$ cat config.mk
export PLATFORM = sky130hd
export DESIGN_NAME = number_to_ascii_formatter_core
export DESIGN_NICKNAME = d
export VERILOG_FILES = /design/src/nta_pkg.sv /design/src/number_to_ascii_formatter_core.sv /design/src/nta_front.sv /design/src/nta_bcd.sv /design/src/nta_back.sv
export SDC_FILE = /design/constraint.sdc
export NUM_CORES = 1
export LEC_CHECK = 0
export ABC_AREA = 1
export BUFFER_PORTS_ARGS = -buffer_cell sky130_fd_sc_hd__buf_2
export CORE_ASPECT_RATIO = 0.75
export CORE_MARGIN = 2
export CORE_UTILIZATION = 55
export CTS_CLUSTER_DIAMETER = 200
export CTS_CLUSTER_SIZE = 30
export DETAILED_ROUTE_END_ITERATION = 8
export PLACE_DENSITY = 0.76
export SLEW_MARGIN = 20
export SYNTH_ARGS = -nofsm -noshare
export SYNTH_HDL_FRONTEND = slang
export SYNTH_SLANG_ARGS = --single-unit
export TNS_END_PERCENT = 20
$ cat constraint.sdc
create_clock -name clk_i -period 4.75 [get_ports clk_i]
set_input_delay 0.7125 -clock clk_i [delete_from_list [all_inputs] [get_ports clk_i]]
set_output_delay 0.7125 -clock clk_i [all_outputs]
set_load 0.02 [all_outputs]
$ cat src/nta_pkg.sv
`timescale 1ns / 1ps
// ----------------------------------------------------------------------------
// Number formatter package
// Shared constants, types and helpers for the number-to-ASCII formatter.
// ----------------------------------------------------------------------------
package nta_pkg;

  localparam int VALUE_BITS  = 16;
  localparam int BCD_DIGITS  = 5;
  localparam int BCD_W       = 4 * BCD_DIGITS;
  localparam int HEX_NIBBLES = (VALUE_BITS + 3) / 4;
  localparam int HEX_CAP     = (HEX_NIBBLES > 6) ? 6 : HEX_NIBBLES;
  localparam int RUN_MAX     = 7;
  localparam int RUN_W       = 3;
  localparam int STEP_W      = $clog2(VALUE_BITS + 1);

  localparam logic [7:0] CHAR_ZERO  = 8'h30;
  localparam logic [7:0] CHAR_A     = 8'h41;
  localparam logic [7:0] CHAR_MINUS = 8'h2D;
  localparam logic [7:0] CHAR_NL    = 8'h0A;

  typedef enum logic [1:0] {
    MODE_RAW  = 2'd0,
    MODE_SDEC = 2'd1,
    MODE_UDEC = 2'd2,
    MODE_HEX  = 2'd3
  } mode_e;

  typedef enum logic [1:0] {
    KIND_RAW = 2'd0,
    KIND_DEC = 2'd1,
    KIND_HEX = 2'd2
  } kind_e;

  typedef struct packed {
    kind_e                  kind;
    logic                   neg;
    logic [VALUE_BITS-1:0]  mag;
    logic [2:0]             hex_cnt;
    logic                   nl;
  } cmd_t;

  function automatic logic [7:0] hex_char(input logic [3:0] nib);
    if (nib < 4'd10) begin
      return CHAR_ZERO + {4'b0000, nib};
    end else begin
      return CHAR_A + {4'b0000, nib} - 8'd10;
    end
  endfunction

endpackage

$ cat src/number_to_ascii_formatter_core.sv
`timescale 1ns / 1ps
// A raw or hex request passes from the front queue through the idle, load and
// emit states; a decimal request also waits on the 16-step BCD converter.
// Throughput: one character per cycle while emitting, unless the result queue
// is full; a new request is taken only once the last one is fully queued.
// Reset is asynchronous, active low, and empties both queues and the sequencer.
// ----------------------------------------------------------------------------
// Number to ASCII formatter
// Front end queues classified requests; back end converts and emits the
// characters of each request, marking the last one.
// ----------------------------------------------------------------------------
module number_to_ascii_formatter_core (
  input  logic        clk_i,
  input  logic        rst_ni,
  input  logic        push,
  output logic        full,
  input  logic [1:0]  mode_i,
  input  logic [15:0] value_i,
  input  logic [2:0]  hex_digits_i,
  input  logic        add_newline_i,
  output logic        empty,
  input  logic        pop,
  output logic [7:0]  ascii_char_o,
  output logic        last_char_o
);
  import nta_pkg::*;

  logic cmd_valid;
  logic cmd_pop;
  cmd_t cmd;

  nta_front u_front (
    .clk_i         (clk_i),
    .rst_ni        (rst_ni),
    .push          (push),
    .full          (full),
    .mode_i        (mode_i),
    .value_i       (value_i),
    .hex_digits_i  (hex_digits_i),
    .add_newline_i (add_newline_i),
    .cmd_valid_o   (cmd_valid),
    .cmd_o         (cmd),
    .cmd_pop_i     (cmd_pop)
  );

  nta_back u_back (
    .clk_i        (clk_i),
    .rst_ni       (rst_ni),
    .cmd_valid_i  (cmd_valid),
    .cmd_i        (cmd),
    .cmd_pop_o    (cmd_pop),
    .empty        (empty),
    .pop          (pop),
    .ascii_char_o (ascii_char_o),
    .last_char_o  (last_char_o)
  );

endmodule

$ cat src/nta_front.sv
`timescale 1ns / 1ps
// ----------------------------------------------------------------------------
// Formatter front end
// Accepts requests, classifies them into commands and holds them in a
// two-entry queue for the back end.
// ----------------------------------------------------------------------------
module nta_front (
  input  logic          clk_i,
  input  logic          rst_ni,
  input  logic          push,
  output logic          full,
  input  logic [1:0]    mode_i,
  input  logic [15:0]   value_i,
  input  logic [2:0]    hex_digits_i,
  input  logic          add_newline_i,
  output logic          cmd_valid_o,
  output nta_pkg::cmd_t cmd_o,
  input  logic          cmd_pop_i
);
  import nta_pkg::*;

  cmd_t                  q_mem [2];
  logic                  wr_q, wr_d, rd_q, rd_d;
  logic [1:0]            cnt_q, cnt_d;
  logic                  do_push;
  logic                  do_pop;
  cmd_t                  cls;
  logic [VALUE_BITS-1:0] v;
  mode_e                 mode;

  assign full        = (cnt_q == 2'd2);
  assign cmd_valid_o = (cnt_q != 2'd0);
  assign cmd_o       = q_mem[rd_q];
  assign do_push     = push && !full;
  assign do_pop      = cmd_pop_i && cmd_valid_o;

  assign v    = value_i[VALUE_BITS-1:0];
  assign mode = mode_e'(mode_i);

  always_comb begin
    cls.kind    = KIND_RAW;
    cls.neg     = 1'b0;
    cls.mag     = v;
    cls.hex_cnt = (hex_digits_i > 3'(HEX_CAP)) ? 3'(HEX_CAP) : hex_digits_i;
    cls.nl      = add_newline_i;
    unique case (mode)
      MODE_RAW:  cls.kind = KIND_RAW;
      MODE_SDEC: begin
        cls.kind = KIND_DEC;
        if (v[VALUE_BITS-1]) begin
          cls.neg = 1'b1;
          cls.mag = ~v + 1'b1;
        end
      end
      MODE_UDEC: cls.kind = KIND_DEC;
      MODE_HEX:  cls.kind = KIND_HEX;
      default:   cls.kind = KIND_RAW;
    endcase
  end

  always_comb begin
    wr_d  = do_push ? ~wr_q : wr_q;
    rd_d  = do_pop ? ~rd_q : rd_q;
    cnt_d = cnt_q + {1'b0, do_push} - {1'b0, do_pop};
  end

  always_ff @(posedge clk_i or negedge rst_ni) begin
    if (!rst_ni) begin
      wr_q  <= 1'b0;
      rd_q  <= 1'b0;
      cnt_q <= 2'd0;
    end else begin
      wr_q  <= wr_d;
      rd_q  <= rd_d;
      cnt_q <= cnt_d;
    end
  end

  always_ff @(posedge clk_i) begin
    if (do_push) begin
      q_mem[wr_q] <= cls;
    end
  end

endmodule

$ cat src/nta_bcd.sv
`timescale 1ns / 1ps
// ----------------------------------------------------------------------------
// Binary to BCD converter
// Shift-and-add-three conversion, one input bit per cycle.
// ----------------------------------------------------------------------------
module nta_bcd (
  input  logic                                 clk_i,
  input  logic                                 rst_ni,
  input  logic                                 start_i,
  input  logic [nta_pkg::VALUE_BITS-1:0]       bin_i,
  output logic                                 done_o,
  output logic [nta_pkg::BCD_W-1:0]            bcd_o
);
  import nta_pkg::*;

  logic                  busy_q;
  logic                  done_q;
  logic [STEP_W-1:0]     cnt_q;
  logic [VALUE_BITS-1:0] bin_q;
  logic [BCD_W-1:0]      bcd_q;
  logic [BCD_W-1:0]      adj;

  // Any digit of five or more is corrected before the shift doubles it.
  always_comb begin
    for (int i = 0; i < BCD_DIGITS; i++) begin
      adj[4*i +: 4] = (bcd_q[4*i +: 4] >= 4'd5) ? bcd_q[4*i +: 4] + 4'd3
                                                 : bcd_q[4*i +: 4];
    end
  end

  assign done_o = done_q;
  assign bcd_o  = bcd_q;

  always_ff @(posedge clk_i or negedge rst_ni) begin
    if (!rst_ni) begin
      busy_q <= 1'b0;
      done_q <= 1'b0;
      cnt_q  <= '0;
    end else if (start_i) begin
      busy_q <= 1'b1;
      done_q <= 1'b0;
      cnt_q  <= STEP_W'(VALUE_BITS);
    end else if (busy_q) begin
      cnt_q <= cnt_q - 1'b1;
      if (cnt_q == STEP_W'(1)) begin
        busy_q <= 1'b0;
        done_q <= 1'b1;
      end
    end else begin
      done_q <= 1'b0;
    end
  end

  always_ff @(posedge clk_i) begin
    if (start_i) begin
      bin_q <= bin_i;
      bcd_q <= '0;
    end else if (busy_q) begin
      bcd_q <= {adj[BCD_W-2:0], bin_q[VALUE_BITS-1]};
      bin_q <= {bin_q[VALUE_BITS-2:0], 1'b0};
    end
  end

endmodule

$ cat src/nta_back.sv
`timescale 1ns / 1ps
// ----------------------------------------------------------------------------
// Formatter back end
// Takes commands from the front queue, converts decimal values, builds the
// character run and sends it out through a two-entry result queue.
// ----------------------------------------------------------------------------
module nta_back (
  input  logic          clk_i,
  input  logic          rst_ni,
  input  logic          cmd_valid_i,
  input  nta_pkg::cmd_t cmd_i,
  output logic          cmd_pop_o,
  output logic          empty,
  input  logic          pop,
  output logic [7:0]    ascii_char_o,
  output logic          last_char_o
);
  import nta_pkg::*;

  localparam logic [1:0] S_IDLE = 2'd0;
  localparam logic [1:0] S_CONV = 2'd1;
  localparam logic [1:0] S_LOAD = 2'd2;
  localparam logic [1:0] S_EMIT = 2'd3;

  logic [1:0]       state_q, state_d;
  cmd_t             cmd_q;
  logic [RUN_W-1:0] pos_q, pos_d;
  logic [RUN_W-1:0] n_q;
  logic [7:0]       buf_q [RUN_MAX];

  logic             bcd_start;
  logic             bcd_done;
  logic [BCD_W-1:0] bcd;

  logic [3:0]       dig [BCD_DIGITS];
  logic [RUN_W-1:0] lead;
  logic [RUN_W-1:0] ndig;
  logic [RUN_W-1:0] negw;
  logic [RUN_W-1:0] body;
  logic [RUN_W-1:0] load_n;
  logic [7:0]       load_buf [RUN_MAX];

  logic [8:0]       oq_mem [2];
  logic             oq_wr_q, oq_rd_q;
  logic [1:0]       oq_cnt_q;
  logic             oq_push;
  logic             oq_pop;
  logic             emit_last;

  assign cmd_pop_o = (state_q == S_IDLE) && cmd_valid_i;
  assign bcd_start = cmd_pop_o && (cmd_i.kind == KIND_DEC);

  nta_bcd u_bcd (
    .clk_i   (clk_i),
    .rst_ni  (rst_ni),
    .start_i (bcd_start),
    .bin_i   (cmd_i.mag),
    .done_o  (bcd_done),
    .bcd_o   (bcd)
  );

  // Digits most significant first; leading zeros are skipped but the
  // last digit always stays so that zero prints as a single '0'.
  always_comb begin
    for (int i = 0; i < BCD_DIGITS; i++) begin
      dig[i] = bcd[4*(BCD_DIGITS-1-i) +: 4];
    end
    priority if (dig[0] != 4'd0) lead = 3'd0;
    else if (dig[1] != 4'd0)     lead = 3'd1;
    else if (dig[2] != 4'd0)     lead = 3'd2;
    else if (dig[3] != 4'd0)     lead = 3'd3;
    else                         lead = 3'd4;
  end

  assign ndig = RUN_W'(BCD_DIGITS) - lead;
  assign negw = {2'b00, cmd_q.neg};

  always_comb begin
    unique case (cmd_q.kind)
      KIND_RAW: body = 3'd1;
      KIND_DEC: body = negw + ndig;
      KIND_HEX: body = cmd_q.hex_cnt;
      default:  body = 3'd0;
    endcase
  end

  assign load_n = body + {2'b00, cmd_q.nl};

  always_comb begin
    logic [RUN_W-1:0] pp;
    logic [RUN_W-1:0] k;
    logic [RUN_W-1:0] idx;
    for (int p = 0; p < RUN_MAX; p++) begin
      pp  = RUN_W'(p);
      k   = lead + pp - negw;
      idx = cmd_q.hex_cnt - 3'd1 - pp;
      load_buf[p] = CHAR_NL;
      if (pp < body) begin
        unique case (cmd_q.kind)
          KIND_RAW: load_buf[p] = cmd_q.mag[7:0];
          KIND_DEC: begin
            if (pp < negw) begin
              load_buf[p] = CHAR_MINUS;
            end else begin
              load_buf[p] = CHAR_ZERO + {4'b0000, dig[k]};
            end
          end
          KIND_HEX: load_buf[p] = hex_char(cmd_q.mag[{idx[1:0], 2'b00} +: 4]);
          default:  load_buf[p] = CHAR_NL;
        endcase
      end
    end
  end

  assign emit_last = (pos_q == n_q - 3'd1);
  assign oq_push   = (state_q == S_EMIT) && (oq_cnt_q != 2'd2);
  assign oq_pop    = pop && !empty;

  always_comb begin
    state_d = state_q;
    pos_d   = pos_q;
    unique case (state_q)
      S_IDLE: begin
        if (cmd_valid_i) begin
          state_d = (cmd_i.kind == KIND_DEC) ? S_CONV : S_LOAD;
        end
      end
      S_CONV: begin
        if (bcd_done) begin
          state_d = S_LOAD;
        end
      end
      S_LOAD: begin
        pos_d   = '0;
        // A hex request of no digits and no newline yields nothing.
        state_d = (load_n == 3'd0) ? S_IDLE : S_EMIT;
      end
      S_EMIT: begin
        if (oq_push) begin
          pos_d = pos_q + 1'b1;
          if (emit_last) begin
            state_d = S_IDLE;
          end
        end
      end
      default: state_d = S_IDLE;
    endcase
  end

  always_ff @(posedge clk_i or negedge rst_ni) begin
    if (!rst_ni) begin
      state_q  <= S_IDLE;
      pos_q    <= '0;
      oq_wr_q  <= 1'b0;
      oq_rd_q  <= 1'b0;
      oq_cnt_q <= 2'd0;
    end else begin
      state_q  <= state_d;
      pos_q    <= pos_d;
      oq_wr_q  <= oq_push ? ~oq_wr_q : oq_wr_q;
      oq_rd_q  <= oq_pop ? ~oq_rd_q : oq_rd_q;
      oq_cnt_q <= oq_cnt_q + {1'b0, oq_push} - {1'b0, oq_pop};
    end
  end

  always_ff @(posedge clk_i) begin
    if (cmd_pop_o) begin
      cmd_q <= cmd_i;
    end
    if (state_q == S_LOAD) begin
      n_q <= load_n;
      for (int p = 0; p < RUN_MAX; p++) begin
        buf_q[p] <= load_buf[p];
      end
    end
    if (oq_push) begin
      oq_mem[oq_wr_q] <= {emit_last, buf_q[pos_q]};
    end
  end

  assign empty        = (oq_cnt_q == 2'd0);
  assign ascii_char_o = oq_mem[oq_rd_q][7:0];
  assign last_char_o  = oq_mem[oq_rd_q][8];

endmodule

==> flow_summary.ini <==
[status]
status = finished, final reports clean

[timing]
fin_skew_ns = 0.0177
grt_setup_unrepaired = false
fin_crit_sh_pct = 73.2
setup_violations = 0
report.final.slew_viol_count = 0
worst_pin_slew_ns = 0.865
slew_headroom_pct = 42.1
hold_violations = 0
finalSetupTns_ns = 0
fmax_mhz = 288
fin_crit_ns = 3.48

[synth]
synth_edf_count = 162
syn_area_sq_um = 11100
ys.flop_type = edfxtp_1
synth.top_cell.area_share_pct = 43.7
synth-seq-cells = 202
ys_types = 46
yosysTopAreaCell = edfxtp_1
synthArstFlopShare_pct = 9.90
synthTopCellsByArea = edfxtp_1, nand2_1, inv_1
syn_area_per_cell_sq_um = 8.66
ys_warn_count = 0
netlist_instances = 1286
seq_area_frac_synth_pct = 51.8

[final_layout]
n_fill_cell = 1743
finalNonFillerCells = 1575
drive_gt1_share_pct = 10.2
area_growth_pct = 6.76
antennaDiodeCount = 0
layout.nets = 1375

[setup_path]
rrSetupSlack_ns = 1.27
worstRegToRegCells = 16
cp_max_fo = 13
rr_endpoint = u_back.buf_q[4][2]
path_cells = inv_1, ha_1, nand3_1, nor2_2, inv_1, nor2_1, inv_1, ha_1, inv_1, o22ai_2, nor2_1, inv_1, nand2_1, clkinv_1, nand2_1, inv_1
rr_startpoint = u_back.u_bcd.bcd_o[12]
crit_cells = 16
crit_family = simple AND/OR/NAND/NOR gates
criticalPathCategory = reg2reg
cpMostUsedCell = inv_1
worstPathArrival_ns = 3.72
path_buf_inv = 7
critPathMaxStageDelay_ns = 0.45
cp-end-kind = register
crit_start = u_back.u_bcd.bcd_o[12]
crit_end = u_back.buf_q[4][2]
cp_slowest_cell = ha_1
cp-start-kind = register
required_ns = 4.99

[detailed_routing]
drtIter0Drc = 826
drc = 0
first_pass_iters = 5
ant_nets = 0
vias_per_cell = 5.44
drt_wl_total_um = 25200
wl_per_cell_um = 16.0
vias = 8570

[floorplanning]
die_area_sq_um = 21400
start_util_pct = 55.6
dieWidth_um = 168
num_rows = 45
ios = 37
die_y_um = 127
core_area_sq_um = 20000

[place]
numPortBuffers = 36
place_congestion = 0.939
dp_cells = 1559
dp_hpwl_um = 19000

[power]
p_per_area_nw_per_um2 = 711
p_leak_nw = 5.21
p_total_mw = 8.46
vdd_drop_max_uv = 387

[global_route]
grt_busiest_layer = met2
antenna_found_initial = 0
grt_pass1_vias = 7747
grt_pass1_wl_um = 40500
grtUsageMet1_pct = 36.0
grt_overflow = 0
grt_max_degree = 39
grtUsageMet2_pct = 37.3
grt.total_usage_pct = 23.8
use_met3_pct = 3.87

[cts]
cts_hold_buf = 0
clock-root-buffer = clkbuf_16
cts_max_path_buffers = 3
cts_max_level = 1
clock_latency_ns = 0.48
cts_made_buffers = 10
clock_sinks = 202
cts_resized = 0
clkTransAtPathRegs_ns = 0.12
post_cts_buffers = 0
cts_tree = done

[worst_hold_path]
min_path_type = in2async

[flow_run]
maxCapViolCount = 0
-- logic make-up after synthesis --
| logic type | count (synthesis) | synth area share (%) |
|---|---|---|
| simple gates | 561 | 20.9 |
| compound gates | 226 | 11.3 |
| buf+inv | 209 | 7.33 |
| flops | 202 | 51.8 |
| fa+ha+maj | 36 | 4.04 |
| xor+xnor | 30 | 2.53 |
| mux | 21 | 2.11 |
| other cells | 1 | 0.0337 |
-- cell type report --
type | count | area [sq um] | share of cell area, %
clock buffer | 15 | 290 | 2.44
clock inverter | 1 | 8.76 | 0.0736
inverter | 172 | 647 | 5.44
multi-input combinational | 880 | 4600 | 38.6
sequential | 202 | 5770 | 48.5
tap | 258 | 323 | 2.71
timing repair buffer | 47 | 263 | 2.21
-- worst min-delay path by stage --
stage / startpoint / to / slack [ns] / cells after the start
2_1_floorplan: rst_ni / u_back.oq_cnt_q[0] / 0.42 / 0
3_3_place_gp: u_back.u_bcd.bin_q[15] / u_back.u_bcd.bcd_o[0] / 0.43 / 2
3_5_place_dp: u_back.u_bcd.bin_q[15] / u_back.u_bcd.bcd_o[0] / 0.45 / 2
4_1_cts: rst_ni / u_back.u_bcd.done_o / 0.21 / 1
5_1_grt: rst_ni / u_back.u_bcd.cnt_q[0] / 0.23 / 1
6_report: rst_ni / u_back.pos_q[1] / 0.20 / 1
-- sequential cells by signal, summed over array words and instances (netlist names), 2 cells and up --
signal              flops
u_back.buf_q           56
u_back.cmd_q           23
u_back.n_q              3
u_back.oq_cnt_q         2
u_back.oq_mem          18
u_back.pos_q            3
u_back.state_q          2
u_back.u_bcd.bcd_o     20
u_back.u_bcd.bin_q     16
u_back.u_bcd.cnt_q      5
u_front.cnt_q           2
u_front.q_mem          46
-- report_power, final --
part | switching, mW | leakage [nW] | internal, mW
sequential | 0.343 | 1.92 | 2.80
clock | 0.542 | 0.145 | 0.435
combinational | 3.00 | 3.15 | 1.34
-- metrics by stage --
step	hold WS, ns	area [sq um]	setup slack (ns)	util (%)
after floorplan	0.417	11200	1.24	-
after global routing	0.227	11900	0.986	59.3
after CTS	0.208	11900	1.31	59.3
final	0.200	11900	1.27	59.3
after detailed placement	0.454	11600	1.35	57.8
after global placement	0.425	11600	1.57	57.8
-- cell usage after synthesis, types with 3 or more instances --
library cell    n
a21oi_1        59
a31oi_1         5
buf_1           6
buf_2           7
buf_6           3
clkbuf_1       21
clkinv_1        5
dfrtp_1        20
dfxtp_1        20
edfxtp_1      162
ha_1           36
inv_1         155
inv_2          11
mux2_2         20
nand2_1       341
nand2_2         7
nand2_4         5
nand3_1        62
nand3b_1        4
nand4_1         7
nor2_1        111
nor2_2          7
nor3_1          7
o211ai_1        5
o21ai_0       103
o21ai_1        10
o21ai_2         8
o22ai_1        24
o31ai_1         4
or2_2           7
xnor2_1         7
xor2_1         22
-- cells in the final DEF, fill, tap and decap left out, types with 6 or more instances in the layout --
master	instances
a21oi_1	59
buf_2	36
buf_4	11
clkbuf_16	11
conb_1	6
dfrtp_1	20
dfxtp_1	20
edfxtp_1	162
ha_1	36
inv_1	155
inv_2	11
mux2_2	20
nand2_1	341
nand2_2	7
nand3_1	62
nand4_1	7
nor2_1	107
nor2_2	9
nor3_1	7
o21ai_0	103
o21ai_1	10
o21ai_2	8
o22ai_1	24
or2_2	7
xnor2_1	7
xor2_1	22
-- layer usage --
| metal | vias to the layer above | share of wire (%) |
|---|---|---|
| li1 | 4286 | - |
| met1 | 3958 | 47 |
| met2 | 305 | 45 |
| met3 | 21 | 7.4 |
| met4 | 0 | 1.0 |
| met5 | - | 0 |
No activity file was read; power rests on OpenSTA's default activity.
